<file path="config.mk">
export PLATFORM = sky130hd
export DESIGN_NAME = sfts_ctrl
export DESIGN_NICKNAME = d
export VERILOG_FILES = /design/src/design/sfts_pkg.sv /design/src/design/sfts_ctrl.sv
export SDC_FILE = /design/constraint.sdc
export NUM_CORES = 1
export LEC_CHECK = 0
export ABC_AREA = 0
export BUFFER_PORTS_ARGS = -buffer_cell sky130_fd_sc_hd__clkbuf_2
export CAP_MARGIN = 20
export CORE_MARGIN = 2
export CORE_UTILIZATION = 59
export DETAILED_ROUTE_END_ITERATION = 6
export PLACE_DENSITY = 0.85
export SLEW_MARGIN = 5
export SYNTH_ARGS = -nofsm -noshare
export SYNTH_HDL_FRONTEND = slang
export SYNTH_SLANG_ARGS = --single-unit
export TNS_END_PERCENT = 30
</file>
<file path="constraint.sdc">
create_clock -name clk -period 2.84 [get_ports clk]
set_input_delay 0 -clock clk [delete_from_list [all_inputs] [get_ports clk]]
set_output_delay 0 -clock clk [all_outputs]
set_load 0.005 [all_outputs]
</file>
<file path="src/design/sfts_pkg.sv">
package sfts_pkg;

  localparam int SAMPLE_BITS   = 24;
  localparam int FRACTION_BITS = 16;
  localparam int MAX_SUBJECTS  = 64;

  localparam int POS_BITS   = $clog2(MAX_SUBJECTS);
  localparam int CNT_BITS   = POS_BITS + 1;
  localparam int VAL_BITS   = SAMPLE_BITS + 1;
  localparam int MAG_BITS   = SAMPLE_BITS;
  localparam int SQ_BITS    = 2 * MAG_BITS;
  localparam int SUM_BITS   = SAMPLE_BITS + POS_BITS + 1;
  localparam int SMAG_BITS  = SUM_BITS - 1;
  localparam int QSUM_BITS  = SQ_BITS + POS_BITS;
  localparam int S2_BITS    = 2 * SMAG_BITS;
  localparam int D_BITS     = QSUM_BITS + CNT_BITS;
  localparam int RHS_BITS   = S2_BITS + POS_BITS;
  localparam int DIV_STEPS  = RHS_BITS + 2 * FRACTION_BITS;
  localparam int Q_BITS     = 2 * SAMPLE_BITS - 1;
  localparam int ROOT_BITS  = SAMPLE_BITS - 1;
  localparam int SQRT_STEPS = ROOT_BITS;
  localparam int SQREM_BITS = ROOT_BITS + 3;
  localparam int STEP_BITS  = $clog2(DIV_STEPS);

  localparam int CFG_IDX_BITS  = 1;
  localparam int CFG_DATA_BITS = 64;

  localparam logic [CFG_IDX_BITS-1:0] CFG_SUBJECT_COUNT  = 1'd0;
  localparam logic [CFG_IDX_BITS-1:0] CFG_SIGN_FLIP_MASK = 1'd1;

  localparam logic [CNT_BITS-1:0] SUBJECT_COUNT_RESET = CNT_BITS'(MAX_SUBJECTS);

  typedef struct packed {
    logic load;
    logic acc;
    logic mul1;
    logic mul2;
    logic div_step;
    logic sqrt_step;
    logic finish;
  } cmd_t;

  typedef struct packed {
    logic last;
    logic valid;
    logic out_free;
  } sts_t;

  typedef enum logic [6:0] {
    ST_IDLE = 7'b0000001,
    ST_ACC  = 7'b0000010,
    ST_MUL1 = 7'b0000100,
    ST_MUL2 = 7'b0001000,
    ST_DIV  = 7'b0010000,
    ST_SQRT = 7'b0100000,
    ST_DONE = 7'b1000000
  } state_t;

endpackage

</file>
<file path="src/design/sfts_ctrl.sv">
module sfts_ctrl (
  input  logic            clk,
  input  logic            rst_n,
  input  logic            in_valid,
  output logic            in_stall,
  input  sfts_pkg::sts_t  sts,
  output sfts_pkg::cmd_t  cmd
);
  import sfts_pkg::*;

  state_t               state_r, state_nxt;
  logic [STEP_BITS-1:0] cnt_r, cnt_nxt;

  assign in_stall = (state_r != ST_IDLE);

  always_comb begin
    state_nxt = state_r;
    cnt_nxt   = cnt_r;
    cmd       = '0;
    case (state_r)
      ST_IDLE: begin
        if (in_valid) begin
          cmd.load  = 1'b1;
          state_nxt = ST_ACC;
        end
      end
      ST_ACC: begin
        cmd.acc   = 1'b1;
        state_nxt = sts.last ? ST_MUL1 : ST_IDLE;
      end
      ST_MUL1: begin
        cmd.mul1  = 1'b1;
        state_nxt = ST_MUL2;
      end
      ST_MUL2: begin
        cmd.mul2  = 1'b1;
        cnt_nxt   = '0;
        state_nxt = ST_DIV;
      end
      ST_DIV: begin
        if (!sts.valid) begin
          state_nxt = ST_DONE;
        end else begin
          cmd.div_step = 1'b1;
          if (cnt_r == STEP_BITS'(DIV_STEPS - 1)) begin
            cnt_nxt   = '0;
            state_nxt = ST_SQRT;
          end else begin
            cnt_nxt = cnt_r + 1'b1;
          end
        end
      end
      ST_SQRT: begin
        cmd.sqrt_step = 1'b1;
        if (cnt_r == STEP_BITS'(SQRT_STEPS - 1)) begin
          cnt_nxt   = '0;
          state_nxt = ST_DONE;
        end else begin
          cnt_nxt = cnt_r + 1'b1;
        end
      end
      ST_DONE: begin
        if (sts.out_free) begin
          cmd.finish = 1'b1;
          state_nxt  = ST_IDLE;
        end
      end
      default: begin
        state_nxt = ST_IDLE;
        cnt_nxt   = '0;
      end
    endcase
  end

  always_ff @(posedge clk) begin
    if (!rst_n) begin
      state_r <= ST_IDLE;
      cnt_r   <= '0;
    end else begin
      state_r <= state_nxt;
      cnt_r   <= cnt_nxt;
    end
  end

endmodule

</file>
==> results.py, run 1 <==
metrics = {
    "synth": {
        "synth_xor_area_share_pct": 0.903,
        "synth.distinct_cells": 45,
        "synth_warnings": 0,
        "syn_area_per_cell_um2": 7.95,
        "post_synth_and_or_nand_nor_area_fraction_pct": 39.7,
        "synth_compound_area_share_pct": 20.0,
        "synth_seq_area_share_pct": 28.9,
        "yosys-mux-area-fraction_pct": 0,
        "async_s_r_ff_share_synth_pct": 0,
        "synth_edf_count": 0,
        "yosys_most_used_dff": "dfxtp_1",
        "synth_seq_cells": 14,
        "synthAdderAreaFrac_pct": 3.87,
        "mapped_cell_area_um2": 970,
        "main_combinational_cell_family_by_area_after_synthesis": "simple AND/OR/NAND/NOR gates",
        "synthCells": 122,
        "synth_nets": 131,
    },
    "clock_network": {
        "htree_num_levels": 1,
        "cts_hold_buf": 1,
        "cts_root_buffer": "clkbuf_4",
        "cts_resized": 0,
        "cts.sinks": 14,
        "cts_tree": "yes",
        "cts.clk_slew.worst_paths_ps": 90,
        "numCtsBuffers": 3,
        "clkLatencyLatePin_ps": 280,
        "max-clock-path-buffers": 2,
        "postCtsSetupRepairBufs": 0,
    },
    "route": {
        "drc": 0,
        "postRouteWirelength_um": 2130,
        "first_iter_violations": 48,
        "drt_pass1_iterations": 4,
        "routedWlPerCell_um": 13.9,
        "drt-vias-per-instance": 6.35,
        "drt.antenna.violating_nets": 0,
        "vias": 972,
    },
    "run_status": {
        "outcome": "finished, final reports clean",
    },
    "die": {
        "die_area_um2": 1980,
        "design.core.area_um2": 1520,
        "num_rows": 14,
        "ios": 14,
        "initial_utilization_pct": 63.6,
        "die_height_um": 44.5,
        "die-width_um": 44.5,
    },
    "timing": {
        "finalHoldViolCount": 0,
        "max_clock_freq_ghz": 0.521,
        "timing_worst_slew_pin_value_ps": 378,
        "finalSetupViolations": 0,
        "finClkSkew_ps": 2.66,
        "final_min_period_over_clock_period_pct": 67.6,
        "setup_total_negative_slack_ps": 0,
        "relSlewSlack_pct": 74.1,
        "maxSlewViolCount": 0,
        "fin_ws_ps": 921,
        "fin_crit_ps": 1920,
        "rsz_0062_raised_after_global_routing": "no",
    },
    "critical_path": {
        "largest_fanout_of_any_net_on_the_critical_path": 6,
        "rrSetupSlack_ps": 920,
        "worst_ep_arrival_time_ps": 2150,
        "start_kind": "register",
        "worst-endpoint-required_ps": 3070,
        "endpoint_kind": "register",
        "path_class": "reg2reg",
    },
    "pwr": {
        "power.density_nw_per_um2": 499,
        "static-leakage-power_uw": 0.000412,
        "max-vdd-ir-drop_mv": 0.343,
    },
    "global_routing": {
        "grt_antenna_before_repair": 0,
        "vias_in_the_first_global_route": 771,
        "global_route_wire_length_before_repair_um": 3240,
        "overflow": 0,
        "total_track_usage_pct": 21.8,
        "grt_max_degree": 14,
    },
    "placement": {
        "dp_slack_ps": 1010,
        "placement.io_buffers": 13,
        "place_hpwl_um": 1550,
        "place_congestion": 0.917,
    },
    "finish": {
        "syn2layout_area_growth_pct": 11.2,
        "fillers": 114,
        "layout-drive-gt1-share_pct": 21.9,
        "antenna_diode_count": 0,
        "nNetsFinal": 147,
    },
    "flow_run": {
        "cap_viol_max_count": 0,
    },
    "worst_hold_path": {
        "hp-class": "in2reg",
    },
}
-- cell usage after synthesis, drive strengths merged, types with 3 or more instances --
master   n  share of area, %
nand3   11               5.7
nor2    14               6.2
nand3b   3               2.3
nand4    3               1.9
and3     5               3.2
ha       3               3.9
a21oi    8               4.5
inv     11               4.3
dfxtp   14                29
nand2   11               4.3
o22ai    4               2.6
-- worst max-delay path, stage by stage, from the launching register on --
cell and delay, ps:
dfxtp_1 360, inv_1 90, ha_1 140, nor4bb_1 380
nand3_1 170, a311oi_1 420, nand3_1 190, nor2_1 120
-- cells by family after synthesis --
kind of cell               after synthesis
DFF                                     14
xor gates and xnor gates                 1
AOI/OAI and AO/OA                       26
buffers and inverters                   14
and+or+nand+nor                         64
adders and majority gates                3
-- metal layers --
metal | global-route usage [%] | vias to the layer above | part of all wire [%]
met5 | 0 | - | 0
li1 | - | 476 | -
met2 | 31.6 | 44 | 43
met1 | 31.8 | 442 | 47
met4 | 10.3 | 0 | 1.9
met3 | 2.45 | 10 | 7.4
-- path summary, 6_finish.rpt --
path / start / end / depth (start not counted)
min: sts[1] / state_r[4]$_SDFFE_PN0P_ / 3
min reg2reg: cnt_r[6]$_SDFFE_PN0P_ / cnt_r[6]$_SDFFE_PN0P_ / 2
max reg2reg: cnt_r[0]$_SDFFE_PN0P_ / state_r[2]$_SDFFE_PN0P_ / 7
max: cnt_r[0]$_SDFFE_PN0P_ / state_r[2]$_SDFFE_PN0P_ / 7
-- flip-flops by register name (all words and copies together) (netlist names) --
name and flops:
cnt_r 7, state_r 7
-- cells in the final DEF (no fill, tap or decap), drive strengths merged, types with 2 or more instances in the layout --
| cell type | Yosys | routed |
|---|---|---|
| nor4 | 2 | 2 |
| inv | 11 | 11 |
| and3 | 5 | 5 |
| clkbuf | 1 | 17 |
| nand2 | 11 | 11 |
| o22ai | 4 | 4 |
| nor2 | 14 | 14 |
| a21oi | 8 | 8 |
| nand3b | 3 | 3 |
| a211o | 2 | 2 |
| nor2b | 2 | 2 |
| dfxtp | 14 | 14 |
| nand3 | 11 | 11 |
| and4 | 2 | 2 |
| and2b | 2 | 2 |
| o21ai | 2 | 2 |
| nand4 | 3 | 3 |
| ha | 3 | 3 |
-- cell type report --
class	instances	area, um2	share of cell area [%]
inverter	11	41.3	3.83
sequential	14	280	26.0
tap	16	20.0	1.86
multi-input combinational	94	626	58.0
clock buffer	4	36.3	3.36
timing repair buffer	14	75.1	6.96
-- stage by stage --
stage          std cells  instance area [um2]  utilization (%)  total power (uW)  hold WS, ps
2_1_floorplan        122                  970                -               351         84.6
3_3_place_gp         148                 1030             67.7               388          227
3_5_place_dp         148                 1030             67.7               389          232
4_1_cts              153                 1080             70.8               538         40.7
5_1_grt              153                 1080             70.8               562         68.6
6_report             153                 1080             70.8               538         68.7
-- power breakdown --
group / switching [uW] / leakage (uW) / internal (uW) / total (uW)
combinational: 96.7 / 0.000277 / 77.5 / 174
sequential: 12.3 / 0.000113 / 204 / 216
clock: 69.9 / 0.0000210 / 78.1 / 148
total: 179 / 0.000412 / 360 / 538
No activity file was read; power rests on OpenSTA's default activity.
==> run 2, diff against run 1 <==
--- a/config.mk
+++ b/config.mk
@@ -9,9 +9,9 @@
 export BUFFER_PORTS_ARGS = -buffer_cell sky130_fd_sc_hd__clkbuf_2
 export CAP_MARGIN = 20
 export CORE_MARGIN = 2
-export CORE_UTILIZATION = 59
+export CORE_UTILIZATION = 55
 export DETAILED_ROUTE_END_ITERATION = 6
-export PLACE_DENSITY = 0.85
+export PLACE_DENSITY = 0.8
 export SLEW_MARGIN = 5
 export SYNTH_ARGS = -nofsm -noshare
 export SYNTH_HDL_FRONTEND = slang
==> constraint.sdc (replaced) <==
create_clock -name clk -period 1.9 [get_ports clk]
set_input_delay 0 -clock clk [delete_from_list [all_inputs] [get_ports clk]]
set_output_delay 0 -clock clk [all_outputs]
set_load 0.005 [all_outputs]
==> run 2 against run 1 <==
Compared with the run above: via count down 0.82%; first-iteration DRC count shrank 52%; clock-buffer cell count unchanged.
==> results.py, run 2 (synthesis gave the netlist of run 1 again) <==
metrics = {
    "die": {
        "num_rows": 15,
        "initial_utilization_pct": 57.4,
        "design.core.area_um2": 1690,
        "die-width_um": 46.0,
        "ios": 14,
        "die_area_um2": 2120,
        "die_height_um": 46.0,
    },
    "timing": {
        "rsz_0062_raised_after_global_routing": "yes",
        "timing_worst_slew_pin_value_ps": 410,
        "finalHoldViolCount": 0,
        "finClkSkew_ps": 1.99,
        "fin_crit_ps": 1770,
        "max_clock_freq_ghz": 0.564,
        "fin_ws_ps": 126,
        "maxSlewViolCount": 0,
        "finalSetupViolations": 0,
        "setup_total_negative_slack_ps": 0,
        "relSlewSlack_pct": 71.9,
        "final_min_period_over_clock_period_pct": 93.4,
    },
    "critical_path": {
        "worst-endpoint-required_ps": 2120,
        "worst_ep_arrival_time_ps": 1990,
        "slowest_delay_ps": 430,
        "path_class": "reg2reg",
        "rrSetupSlack_ps": 130,
        "start_kind": "register",
        "largest_fanout_of_any_net_on_the_critical_path": 9,
        "critical_path.cell_chain": "inv_1 > ha_1 > nor4bb_2 > a31o_1 > a21oi_4 > nand2_1 > o22ai_1",
        "endpoint_kind": "register",
        "critPathSlowestCell": "dfxtp_1",
    },
    "finish": {
        "layout.cells.most_common_list": "14 x dfxtp_1, 13 x nor2_1, 13 x clkbuf_2",
        "layout-drive-gt1-share_pct": 23.9,
        "final_design_area_no_fill_um2": 1110,
        "layout_commonest_cell": "dfxtp_1",
        "antenna_diode_count": 0,
        "regs_by_ff_count": "cnt_r x7, state_r x7",
        "syn2layout_area_growth_pct": 14.2,
        "nNetsFinal": 148,
        "fillers": 154,
        "footprint_of_the_multi_input_gates_um2": 646,
        "seqCellArea_um2": 280,
    },
    "pwr": {
        "power.switching_uw": 280,
        "power.density_nw_per_um2": 740,
        "comb_power_share_pct": 32.8,
        "clockPowerShare_pct": 27.5,
        "internal_power_uw": 540,
        "total_power_uw": 820,
        "max-vdd-ir-drop_mv": 0.414,
        "seqPwrFrac_pct": 39.6,
        "power_switching_share_pct": 34.1,
        "static-leakage-power_uw": 0.000419,
    },
    "route": {
        "vias": 964,
        "drt-vias-per-instance": 6.22,
        "postRouteWirelength_um": 2300,
        "drc": 0,
        "routedWlPerCell_um": 14.8,
        "first_iter_violations": 23,
        "drt.antenna.violating_nets": 0,
        "drt_pass1_iterations": 4,
    },
    "placement": {
        "place_congestion": 0.886,
        "placement.io_buffers": 13,
        "dp_slack_ps": 80.9,
        "place_hpwl_um": 1670,
        "post_dp_cell_area_um2": 1040,
    },
    "global_routing": {
        "global_route_wire_length_before_repair_um": 3690,
        "grt_antenna_before_repair": 0,
        "grt_max_degree": 14,
        "vias_in_the_first_global_route": 885,
        "total_track_usage_pct": 23.9,
        "overflow": 0,
    },
    "clock_network": {
        "max-clock-path-buffers": 2,
        "cts.sinks": 14,
        "clkLatencyLatePin_ps": 280,
        "numCtsBuffers": 3,
        "postCtsSetupRepairBufs": 0,
        "cts_root_buffer": "clkbuf_4",
        "htree_num_levels": 1,
        "cts_tree": "yes",
        "cts.clk_slew.worst_paths_ps": 100,
    },
    "worst_hold_path": {
        "hp-class": "in2reg",
    },
    "run_status": {
        "outcome": "finished, final reports clean",
    },
    "flow_run": {
        "cap_viol_max_count": 0,
    },
}
## run 2: cell type report
class                   count  area share [%]
inverters                  11            3.73
multi-input cells          94            58.3
repair buffers             15            7.46
clock buffers               4            3.28
well taps                  17            1.92
flip-flops and latches     14            25.3
## run 2: stage by stage
stage          std cells  hold slack [ps]  util [%]
2_1_floorplan        122             84.6         -
3_3_place_gp         150              223      61.6
3_5_place_dp         150              223      61.6
4_1_cts              155             40.0      64.4
5_1_grt              155             73.6      65.6
6_report             155             52.7      65.6
## run 2: worst paths after layout
kind | from | endpoint | cells after the start
worst max register to register | cnt_r[0]$_SDFFE_PN0P_ | cnt_r[4]$_SDFFE_PN0P_ | 7
worst max-delay path | cnt_r[0]$_SDFFE_PN0P_ | cnt_r[4]$_SDFFE_PN0P_ | 7
worst min-delay path | sts[1] | state_r[4]$_SDFFE_PN0P_ | 3
worst min register to register | cnt_r[6]$_SDFFE_PN0P_ | cnt_r[6]$_SDFFE_PN0P_ | 2
## run 2: worst max-delay path: cells and delay by family, from the launching register on
kind	cells	cell delay, ps
adder cells (fa/ha/maj)	1	190
buffers and inverters	1	80
flip-flops	1	430
AND/OR/NAND/NOR	2	330
AO/OA/AOI/OAI	3	660
## run 2: power by group through the flow
stage / registers (uW) / logic [uW] / clock network, uW
final: 325 / 269 / 226
after floorplan: 325 / 199 / 0
after global routing: 327 / 293 / 240
after detailed placement: 331 / 260 / 0
after CTS: 324 / 263 / 225
after global placement: 329 / 255 / 0
## run 2: repair_timing
action | CTS | global route
endpoints found under the hold margin | 1 | 0
setup endpoints to repair | 0 | 11
gates resized for setup | 0 | 3
hold buffers | 1 | 0
## run 2: layer usage
layer  track usage, %  vias up  wire length [um]
li1                 -      476                 -
met1             30.5      446               992
met2             38.9       32              1150
met3             3.97       10                99
met4             10.9        0                55
met5                0        -                 0
